**src/rtl/core/sfe_pkg.sv**
```systemverilog
`timescale 1ns / 1ps
// shared types, constants and the crc byte function for the status frame encoder
// no dependencies
package sfe_pkg;

  localparam int unsigned FrameBytes = 15;
  localparam int unsigned PosW       = 4;
  localparam logic [PosW-1:0] CrcFirstPos = PosW'(2);
  localparam logic [PosW-1:0] BodyLastPos = PosW'(12);
  localparam logic [PosW-1:0] FrameLastPos = PosW'(FrameBytes - 1);

  localparam logic [15:0] CrcInit = 16'hFFFF;
  localparam logic [15:0] CrcPoly = 16'h1021;

  localparam int unsigned CfgIdxW = 3;

  typedef enum logic [CfgIdxW-1:0] {
    REG_START_BYTE_0     = 3'd0,
    REG_START_BYTE_1     = 3'd1,
    REG_PROTOCOL_VERSION = 3'd2,
    REG_MESSAGE_TYPE     = 3'd3,
    REG_PAYLOAD_LENGTH   = 3'd4,
    REG_FAULT_FLAG_MASK  = 3'd5
  } cfg_idx_e;

  typedef struct packed {
    logic [15:0]        sequence_req;
    logic [15:0]        engine_rpm;
    logic signed [15:0] temperature;
    logic [7:0]         vehicle_state;
    logic               fault_on;
  } in_word_t;

  typedef struct packed {
    logic [7:0]      out_byte;
    logic [PosW-1:0] byte_index;
    logic            last_byte;
  } out_word_t;

  typedef struct packed {
    logic [7:0] start_byte_0;
    logic [7:0] start_byte_1;
    logic [7:0] protocol_version;
    logic [7:0] message_type;
    logic [7:0] payload_length;
    logic [7:0] fault_flag_mask;
  } cfg_t;

  typedef struct packed {
    logic       init;
    logic       en;
    logic [7:0] data;
  } crc_ctrl_t;

  // one byte through crc-16 ccitt, msb first
  function automatic logic [15:0] crc16_byte(input logic [15:0] crc_in, input logic [7:0] b);
    logic [15:0] c;
    c = crc_in ^ {b, 8'h00};
    for (int k = 0; k < 8; k++) begin
      if (c[15]) begin
        c = {c[14:0], 1'b0} ^ CrcPoly;
      end else begin
        c = {c[14:0], 1'b0};
      end
    end
    return c;
  endfunction

endpackage

```
**src/rtl/core/status_frame_encoder_crc16.sv**
```systemverilog
`timescale 1ns / 1ps
// status frame encoder: one message in, a 15-word frame out with crc-16 ccitt tail
// the first word is registered from the emit state that the message accept enters
// throughput: one frame word per cycle unless the output stalls, from one crc byte unit
// the input is stalled while a frame is being walked out
// reset is asynchronous active low; all but the data registers default, no output pending
module status_frame_encoder_crc16 (
  input  logic                        clk_i,
  input  logic                        rst_ni,
  input  logic                        in_valid_i,
  output logic                        in_stall_o,
  input  sfe_pkg::in_word_t           in_word_i,
  output logic                        out_valid_o,
  input  logic                        out_stall_i,
  output sfe_pkg::out_word_t          out_word_o,
  input  logic                        cfg_valid_i,
  output logic                        cfg_ready_o,
  input  logic [sfe_pkg::CfgIdxW-1:0] cfg_index_i,
  input  logic [7:0]                  cfg_data_i
);
  import sfe_pkg::*;

  cfg_t        cfg;
  crc_ctrl_t   crc_ctrl;
  logic [15:0] crc;

  sfe_cfg_regs u_cfg_regs (
    .clk_i       (clk_i),
    .rst_ni      (rst_ni),
    .cfg_valid_i (cfg_valid_i),
    .cfg_ready_o (cfg_ready_o),
    .cfg_index_i (cfg_index_i),
    .cfg_data_i  (cfg_data_i),
    .cfg_o       (cfg)
  );

  sfe_crc_unit u_crc_unit (
    .clk_i  (clk_i),
    .rst_ni (rst_ni),
    .ctrl_i (crc_ctrl),
    .crc_o  (crc)
  );

  sfe_frame_seq u_frame_seq (
    .clk_i       (clk_i),
    .rst_ni      (rst_ni),
    .in_valid_i  (in_valid_i),
    .in_stall_o  (in_stall_o),
    .in_word_i   (in_word_i),
    .out_valid_o (out_valid_o),
    .out_stall_i (out_stall_i),
    .out_word_o  (out_word_o),
    .cfg_i       (cfg),
    .crc_i       (crc),
    .crc_ctrl_o  (crc_ctrl)
  );

endmodule

```
**src/rtl/core/sfe_cfg_regs.sv**
```systemverilog
`timescale 1ns / 1ps
// configuration register bank for the status frame encoder
// depends on sfe_pkg
module sfe_cfg_regs (
  input  logic                        clk_i,
  input  logic                        rst_ni,
  input  logic                        cfg_valid_i,
  output logic                        cfg_ready_o,
  input  logic [sfe_pkg::CfgIdxW-1:0] cfg_index_i,
  input  logic [7:0]                  cfg_data_i,
  output sfe_pkg::cfg_t               cfg_o
);
  import sfe_pkg::*;

  cfg_t cfg_q;

  assign cfg_ready_o = 1'b1;
  assign cfg_o       = cfg_q;

  always_ff @(posedge clk_i or negedge rst_ni) begin
    if (!rst_ni) begin
      cfg_q.start_byte_0     <= 8'd0;
      cfg_q.start_byte_1     <= 8'd0;
      cfg_q.protocol_version <= 8'd0;
      cfg_q.message_type     <= 8'd0;
      cfg_q.payload_length   <= 8'd6;
      cfg_q.fault_flag_mask  <= 8'd1;
    end else if (cfg_valid_i && cfg_ready_o) begin
      case (cfg_idx_e'(cfg_index_i))
        REG_START_BYTE_0:     cfg_q.start_byte_0     <= cfg_data_i;
        REG_START_BYTE_1:     cfg_q.start_byte_1     <= cfg_data_i;
        REG_PROTOCOL_VERSION: cfg_q.protocol_version <= cfg_data_i;
        REG_MESSAGE_TYPE:     cfg_q.message_type     <= cfg_data_i;
        REG_PAYLOAD_LENGTH:   cfg_q.payload_length   <= cfg_data_i;
        REG_FAULT_FLAG_MASK:  cfg_q.fault_flag_mask  <= cfg_data_i;
        default: ;
      endcase
    end
  end

endmodule

```
**src/rtl/core/sfe_crc_unit.sv**
```systemverilog
`timescale 1ns / 1ps
// crc-16 accumulator driven by the frame sequencer, one byte per enabled cycle
// depends on sfe_pkg
module sfe_crc_unit (
  input  logic                clk_i,
  input  logic                rst_ni,
  input  sfe_pkg::crc_ctrl_t  ctrl_i,
  output logic [15:0]         crc_o
);
  import sfe_pkg::*;

  logic [15:0] crc_q, crc_d;

  always_comb begin
    crc_d = crc_q;
    if (ctrl_i.init) begin
      crc_d = CrcInit;
    end else if (ctrl_i.en) begin
      crc_d = crc16_byte(crc_q, ctrl_i.data);
    end
  end

  always_ff @(posedge clk_i or negedge rst_ni) begin
    if (!rst_ni) begin
      crc_q <= CrcInit;
    end else begin
      crc_q <= crc_d;
    end
  end

  assign crc_o = crc_q;

endmodule

```
**src/rtl/core/sfe_frame_seq.sv**
```systemverilog
`timescale 1ns / 1ps
// frame sequencer: captures a message, walks the 15 frame bytes, drives the crc unit
// depends on sfe_pkg
module sfe_frame_seq (
  input  logic                  clk_i,
  input  logic                  rst_ni,
  input  logic                  in_valid_i,
  output logic                  in_stall_o,
  input  sfe_pkg::in_word_t     in_word_i,
  output logic                  out_valid_o,
  input  logic                  out_stall_i,
  output sfe_pkg::out_word_t    out_word_o,
  input  sfe_pkg::cfg_t         cfg_i,
  input  logic [15:0]           crc_i,
  output sfe_pkg::crc_ctrl_t    crc_ctrl_o
);
  import sfe_pkg::*;

  typedef enum logic [1:0] {
    ST_IDLE = 2'b01,
    ST_EMIT = 2'b10
  } state_e;

  state_e          state_q, state_d;
  logic [PosW-1:0] pos_q, pos_d;
  logic            out_valid_q, out_valid_d;
  in_word_t        msg_q;
  out_word_t       out_word_q;
  logic            accept, load;
  logic [7:0]      cur_byte;

  assign accept     = (state_q == ST_IDLE) && in_valid_i;
  assign in_stall_o = (state_q != ST_IDLE);
  assign load       = (state_q == ST_EMIT) && (!out_valid_q || !out_stall_i);

  always_comb begin
    case (pos_q)
      4'd0:    cur_byte = cfg_i.start_byte_0;
      4'd1:    cur_byte = cfg_i.start_byte_1;
      4'd2:    cur_byte = cfg_i.protocol_version;
      4'd3:    cur_byte = cfg_i.message_type;
      4'd4:    cur_byte = msg_q.sequence_req[7:0];
      4'd5:    cur_byte = msg_q.sequence_req[15:8];
      4'd6:    cur_byte = cfg_i.payload_length;
      4'd7:    cur_byte = msg_q.engine_rpm[7:0];
      4'd8:    cur_byte = msg_q.engine_rpm[15:8];
      4'd9:    cur_byte = msg_q.temperature[7:0];
      4'd10:   cur_byte = msg_q.temperature[15:8];
      4'd11:   cur_byte = msg_q.vehicle_state;
      4'd12:   cur_byte = msg_q.fault_on ? cfg_i.fault_flag_mask : 8'd0;
      4'd13:   cur_byte = crc_i[7:0];
      default: cur_byte = crc_i[15:8];
    endcase
  end

  always_comb begin
    crc_ctrl_o.init = accept;
    crc_ctrl_o.en   = load && (pos_q >= CrcFirstPos) && (pos_q <= BodyLastPos);
    crc_ctrl_o.data = cur_byte;
  end

  always_comb begin
    state_d     = state_q;
    pos_d       = pos_q;
    out_valid_d = out_valid_q;
    if (out_valid_q && !out_stall_i) begin
      out_valid_d = 1'b0;
    end
    case (state_q)
      ST_IDLE: begin
        if (accept) begin
          state_d = ST_EMIT;
          pos_d   = '0;
        end
      end
      ST_EMIT: begin
        if (load) begin
          out_valid_d = 1'b1;
          if (pos_q == FrameLastPos) begin
            pos_d   = '0;
            state_d = ST_IDLE;
          end else begin
            pos_d = pos_q + PosW'(1);
          end
        end
      end
      default: begin
        state_d = ST_IDLE;
        pos_d   = '0;
      end
    endcase
  end

  always_ff @(posedge clk_i or negedge rst_ni) begin
    if (!rst_ni) begin
      state_q     <= ST_IDLE;
      pos_q       <= '0;
      out_valid_q <= 1'b0;
    end else begin
      state_q     <= state_d;
      pos_q       <= pos_d;
      out_valid_q <= out_valid_d;
    end
  end

  always_ff @(posedge clk_i) begin
    if (accept) begin
      msg_q <= in_word_i;
    end
    if (load) begin
      out_word_q.out_byte   <= cur_byte;
      out_word_q.byte_index <= pos_q;
      out_word_q.last_byte  <= (pos_q == FrameLastPos);
    end
  end

  assign out_valid_o = out_valid_q;
  assign out_word_o  = out_word_q;

`ifndef SYNTHESIS
  a_accept_starts_frame: assert property (@(posedge clk_i) disable iff (!rst_ni)
    accept |=> (state_q == ST_EMIT) && (pos_q == '0))
    else $error("frame did not start at byte zero");
  a_idle_pos_zero: assert property (@(posedge clk_i) disable iff (!rst_ni)
    (state_q == ST_IDLE) |-> (pos_q == '0))
    else $error("byte position not cleared in idle");
  a_last_marks_end: assert property (@(posedge clk_i) disable iff (!rst_ni)
    (load && (pos_q == FrameLastPos)) |=> (state_q == ST_IDLE) && out_valid_q
      && out_word_q.last_byte)
    else $error("last word did not close the frame");
  a_crc_only_in_body: assert property (@(posedge clk_i) disable iff (!rst_ni)
    crc_ctrl_o.en |-> (state_q == ST_EMIT) && !crc_ctrl_o.init)
    else $error("crc update outside frame body");
`endif

endmodule

```
**config.mk**
```make
export PLATFORM = sky130hd
export DESIGN_NAME = status_frame_encoder_crc16
export DESIGN_NICKNAME = d
export VERILOG_FILES = /design/src/rtl/core/sfe_pkg.sv /design/src/rtl/core/status_frame_encoder_crc16.sv /design/src/rtl/core/sfe_cfg_regs.sv /design/src/rtl/core/sfe_crc_unit.sv /design/src/rtl/core/sfe_frame_seq.sv
export SDC_FILE = /design/constraint.sdc
export NUM_CORES = 1
export LEC_CHECK = 0
export ABC_AREA = 1
export BUFFER_PORTS_ARGS = -buffer_cell sky130_fd_sc_hd__buf_2
export CAP_MARGIN = 20
export CELL_PAD_IN_SITES_DETAIL_PLACEMENT = 0
export CELL_PAD_IN_SITES_GLOBAL_PLACEMENT = 2
export CORE_MARGIN = 4
export CORE_UTILIZATION = 35
export DETAILED_ROUTE_END_ITERATION = 12
export PLACE_DENSITY_LB_ADDON = 0.1
export SLEW_MARGIN = 20
export SYNTH_ARGS = -nofsm -noshare
export SYNTH_HDL_FRONTEND = slang
export SYNTH_HIERARCHICAL = 1
export SYNTH_SLANG_ARGS = --single-unit
```
**constraint.sdc**
```tcl
create_clock -name clk_i -period 4.6 [get_ports clk_i]
set_clock_uncertainty 0.2 [all_clocks]
set_input_delay 0.23 -clock clk_i [delete_from_list [all_inputs] [get_ports clk_i]]
set_output_delay 0.23 -clock clk_i [all_outputs]
set_load 0.01 [all_outputs]
```
Word-level counts from Yosys, hierarchy flattened
Index checks and enable logic that the tools add are counted.
Widths: inputs -> output; s select.

word-level totals
  word-level logic and storage cells = 111
  output and inout bits = 16
  bits in registers = 141

operators by class
  bitwise logic cells = 9
  order comparisons = 2
  equality and inequality tests = 25
  add/subtract/negate cells = 1
  reductions and logical operators = 19
  muxes and demuxes = 37

operator list
  operator             count
  $mux 16              16
  $pmux 8 s14          1
  $mux 13              8
  $eq 4x4->1 const B   7
  $not 3->3            8
  $eq 4x3->1 const B   4
  $xor 16x16->16       1
  $reduce_and 2->1     7
  $mux 4               3
  $eq 4x2->1 const B   2
  $mux 8               1
  $pmux 4 s2           1
  $eq 3x2->1 const B   2
  $eq 3x3->1 const B   2
  $mux 2               3
  $ne 2x1->1 const B   3
  $logic_and 1x1->1    5
  $add 4x1->4 const B  1
  $eq 4x1->1 const B   1
  $ge 4x2->1 const B   1
  $le 4x4->1 const B   1
  $logic_not 4->1      1
  $pmux 2 s2           1
  $eq 3x1->1 const B   1
  other kinds (9)      12

Depth between registers and ports, before layout
  depth after elaboration = 35
  mapped depth = 18
  gate-level depth less buffers = 18

By module
The synthesis kept the hierarchy.

modules (own cells, without submodules)
  module         times used  area each (sq um)  cells each
  sfe_frame_seq  1           3686.0             403
  sfe_cfg_regs   1           1951.9             219
  sfe_crc_unit   1           1073.5             157

Worst setup path after synthesis
Ideal clock, no wire load.

  path type = reg2reg
  start = reg u_frame_seq.state_q[0]
  end = reg u_crc_unit.crc_q[3], in the netlist u_crc_unit/crc_o[3]
  library setup time = 0.077 ns
  cell stages (with the launch flop) = 7
  clock period less this slack = 4.155 ns
  path slack = 0.445 ns
  data arrival time = 3.878 ns
  buffers on the path = 2
  cell sequence = dfstp_2 > nand2_1 > nor2_1 > buf_4 > buf_6 > nor3_2 > a31oi_1

between the ends
  elaborated cells on any way between the ends = 8

RTL lines
  what                                                 RTL line              RTL
  start, declared                                      sfe_frame_seq.sv:24   state_e state_q, state_d;
  start signal, assigned                               sfe_frame_seq.sv:100  state_q <= state_d;
  $eq 2x1->1 (*)                                       sfe_frame_seq.sv:32   assign accept = (state_q == ST_IDLE) && in_valid_i;
  $logic_and 1x1->1 (*)                                sfe_frame_seq.sv:32
  named net u_frame_seq.accept                         sfe_frame_seq.sv:29   logic accept, load;
  $mux 16 / $reduce_bool 2->1 (equally long branches)  --
  end signal, assigned                                 sfe_crc_unit.sv:25    crc_q <= CrcInit;
  end signal, assigned                                 sfe_crc_unit.sv:27    crc_q <= crc_d;
  end, declared                                        sfe_crc_unit.sv:12    logic [15:0] crc_q, crc_d;

The timed path passes the listed nets; every way through them passes the cells marked *.
A chain may end at the register's enable or synchronous reset.

==> impl_metrics.yaml <==
status:
  status: "complete, no violations"
placement:
  dpl_cell_area_um2: 7400
  port_buffers: 87
  dp.cells: 1085
  place_hpwl_um: 13600
  place_congestion: 0.837
synth:
  ys_ff_latch: 141
  synthFlopType: "edfxtp_1"
  syn_inst: 779
  yosys_warnings: 6
  synth_xor_area_frac: 0.00261
  ys_seq_area_frac: 0.582
  synth-compound-area-share: 0.0214
  synth_top_family_by_area: "simple AND/OR/NAND/NOR gates"
  async_flop_share: 0.504
  synthMuxAreaShare: 0
  synth_edf_count: 70
  synth_cell_types: 27
  synth-simple-area-share: 0.340
  synth-adder-area-share: 0
  syn_avg_cell_area_um2: 8.62
  synthesis.area_um2: 6710
  synth_fp_nets: 852
setup_path:
  worstSetupPathType: "reg -> reg"
  start_kind: "flip-flop"
  crit_arrival_ps: 3090
  critPathCaptureType: "flip-flop"
  path_max_fanout: 21
  required_ps: 4760
routing:
  firstDrtPassIters: 5
  drc: 0
  wl_per_cell_um: 16.8
  viasPerCell: 4.85
  dr.first_iter.drc_count: 334
  ant_nets: 0
  routed_wl_um: 19900
  vias: 5750
sta:
  drv_slew: 0
  period_needed_ps: 2930
  worstMarginPinSlew_ps: 890
  fin_crit_sh: 0.636
  max_freq_mhz: 342
  setup-tns-final_ps: 0
  setup_viol: 0
  rsz0062_at_grt: "false"
  maxSlewHeadroom: 0.406
  hold_viol: 0
floorplanning:
  pin_count: 89
  die_w_um: 146
  rows: 50
  die_h_um: 146
  start_util: 0.358
  die-area_um2: 21500
  core_area_um2: 18800
cells_and_area:
  drive_gt1_frac: 0.191
  diodes: 0
  area_growth_pct: 29.0
  fin_nets: 1012
  finalNonFillerCells: 1186
  design_area_um2: 8660
pwr:
  p_per_area_nw_per_um2: 466
  leakage_nw: 4.20
  report.power.total_mw: 4.04
  ir_drop_mv: 0.236
clock_network:
  clk_pin_slew_ps: 70
  clock_latency_ps: 430
  cts_buffer_depth: 2
  cts_max_level: 4
  cts-root-buf: "clkbuf_16"
  numClockSinks: 141
  cts_made_buffers: 17
  cts_tree: "done"
grt:
  antenna_found_initial: 0
  grt-ovfl-total: 0
  grt_pass1_wl_um: 31700
  grt_max_degree: 72
  grt_usage: 0.191
  first_global_vias: 5731
min_path:
  hold_path_class: "in -> reg"
job:
  maxCapViolCount: 0
## worst paths after layout
| path | from | to | slack (ps) | depth (start not counted) |
|---|---|---|---|---|
| setup reg to reg | u_frame_seq/pos_q[3] | u_crc_unit/crc_o[14] | 1670 | 16 |
| hold reg to reg | u_cfg_regs/cfg_o[42] | u_cfg_regs/cfg_o[42] | 270 | 2 |
| hold / removal | cfg_valid_i | u_cfg_regs/cfg_o[16] | 20 | 5 |
| max in group asynchronous | rst_ni | u_crc_unit/crc_o[6] | 3460 | 4 |
| min in group asynchronous | rst_ni | u_cfg_regs/cfg_o[20] | 110 | 3 |
| setup / recovery | u_frame_seq/pos_q[3] | u_crc_unit/crc_o[14] | 1670 | 16 |
## synthesized netlist by cell type, types with 2 or more instances
cell	instances	area (um2)
nor2_4	4	45.0
nand2_1	301	1130
nor2_2	4	25.0
dfrtp_1	51	1280
inv_2	9	33.8
nand2_4	2	22.5
inv_1	47	176
a21oi_1	13	65.1
a22oi_1	4	30.0
nor2_1	47	176
nor3_1	4	20.0
edfxtp_1	70	2100
o21ai_0	5	25.0
nor3_2	2	20.0
nand3_1	153	766
nand2_2	6	37.5
xor2_1	2	17.5
nand3b_1	3	22.5
buf_2	19	95.1
a31oi_1	3	18.8
dfstp_2	20	526
buf_4	5	37.5
## worst max-delay path: stages, from the launching register on
cell	delay, ps
dfrtp_1	460
nor2_2	730
buf_4	310
nand3_1	80
nand2_1	100
nor2_1	60
nand2_1	80
nor2_1	50
nand2_1	90
inv_1	50
nand2_1	70
nand2_2	100
inv_1	130
nand2_1	110
nand3b_1	100
nand3_1	70
nand2_1	70
## registers in the layout (all words and copies together) (netlist names)
name / cells
u_cfg_regs/cfg_o: 48
u_crc_unit/crc_o: 16
u_frame_seq/msg_q: 57
u_frame_seq/out_valid_o: 1
u_frame_seq/out_word_o: 13
u_frame_seq/pos_q: 4
u_frame_seq/state_q: 2
## where the power goes
group / internal (mW) / leakage [nW] / switching, mW / total (mW)
Combinational: 0.309 / 2.42 / 0.678 / 0.987
Sequential: 1.63 / 1.51 / 0.123 / 1.75
Clock: 0.706 / 0.262 / 0.596 / 1.30
Total: 2.64 / 4.20 / 1.40 / 4.04
## cells by family after synthesis
family,count (synthesis)
AND/OR/NAND/NOR,527
AO/OA/AOI/OAI,26
flip-flops,141
other,1
buffers and inverters,82
XOR/XNOR,2
## what timing repair did
| item | in CTS | in global routing |
|---|---|---|
| gates resized for setup | 0 | 0 |
| hold buffers | 68 | 0 |
| setup buffers | 0 | 0 |
| endpoints found under the hold margin | 158 | 0 |
## per-layer routing
layer,vias to the layer above,routed length [um],track usage
met1,2706,9450,0.264
met2,148,9270,0.305
met3,24,831,0.0360
li1,2872,-,-
met4,0,367,0.0626
met5,-,0,0
## layout make-up
cell class / count / area (um2)
clock buffers: 17 / 425
clock inverters: 15 / 125
well taps: 234 / 293
fillers: 1892 / 10100
inverters: 56 / 210
flip-flops and latches: 141 / 3900
repair buffers: 167 / 1240
multi-input cells: 556 / 2460
## through the flow
step / setup slack, ps / utilization / hold slack [ps]
final: 1670 / 0.461 / 23.1
after global routing: 1340 / 0.461 / 22.9
after CTS: 1660 / 0.460 / 0.844
after detailed placement: 1680 / 0.394 / 208
after global placement: 1680 / 0.394 / 206
after floorplan: 445 / - / -266
## placed cells by master (no fill, tap or decap), types with 4 or more instances in the layout
cell type	synthesis	routed
edfxtp_1	70	70
buf_2	19	87
clkbuf_16	0	17
dfrtp_1	51	51
dfstp_2	20	20
nor2_2	4	7
inv_2	9	9
a21oi_1	13	13
o21ai_0	5	5
inv_6	0	8
nor2_1	47	43
buf_4	5	10
nor2_4	4	5
nand2_1	301	301
inv_1	47	47
nor3_1	4	4
nand2_2	6	6
a22oi_1	4	4
dlygate4sd3_1	0	68
nand3_1	153	153
Power figures use the tool's default switching activity.
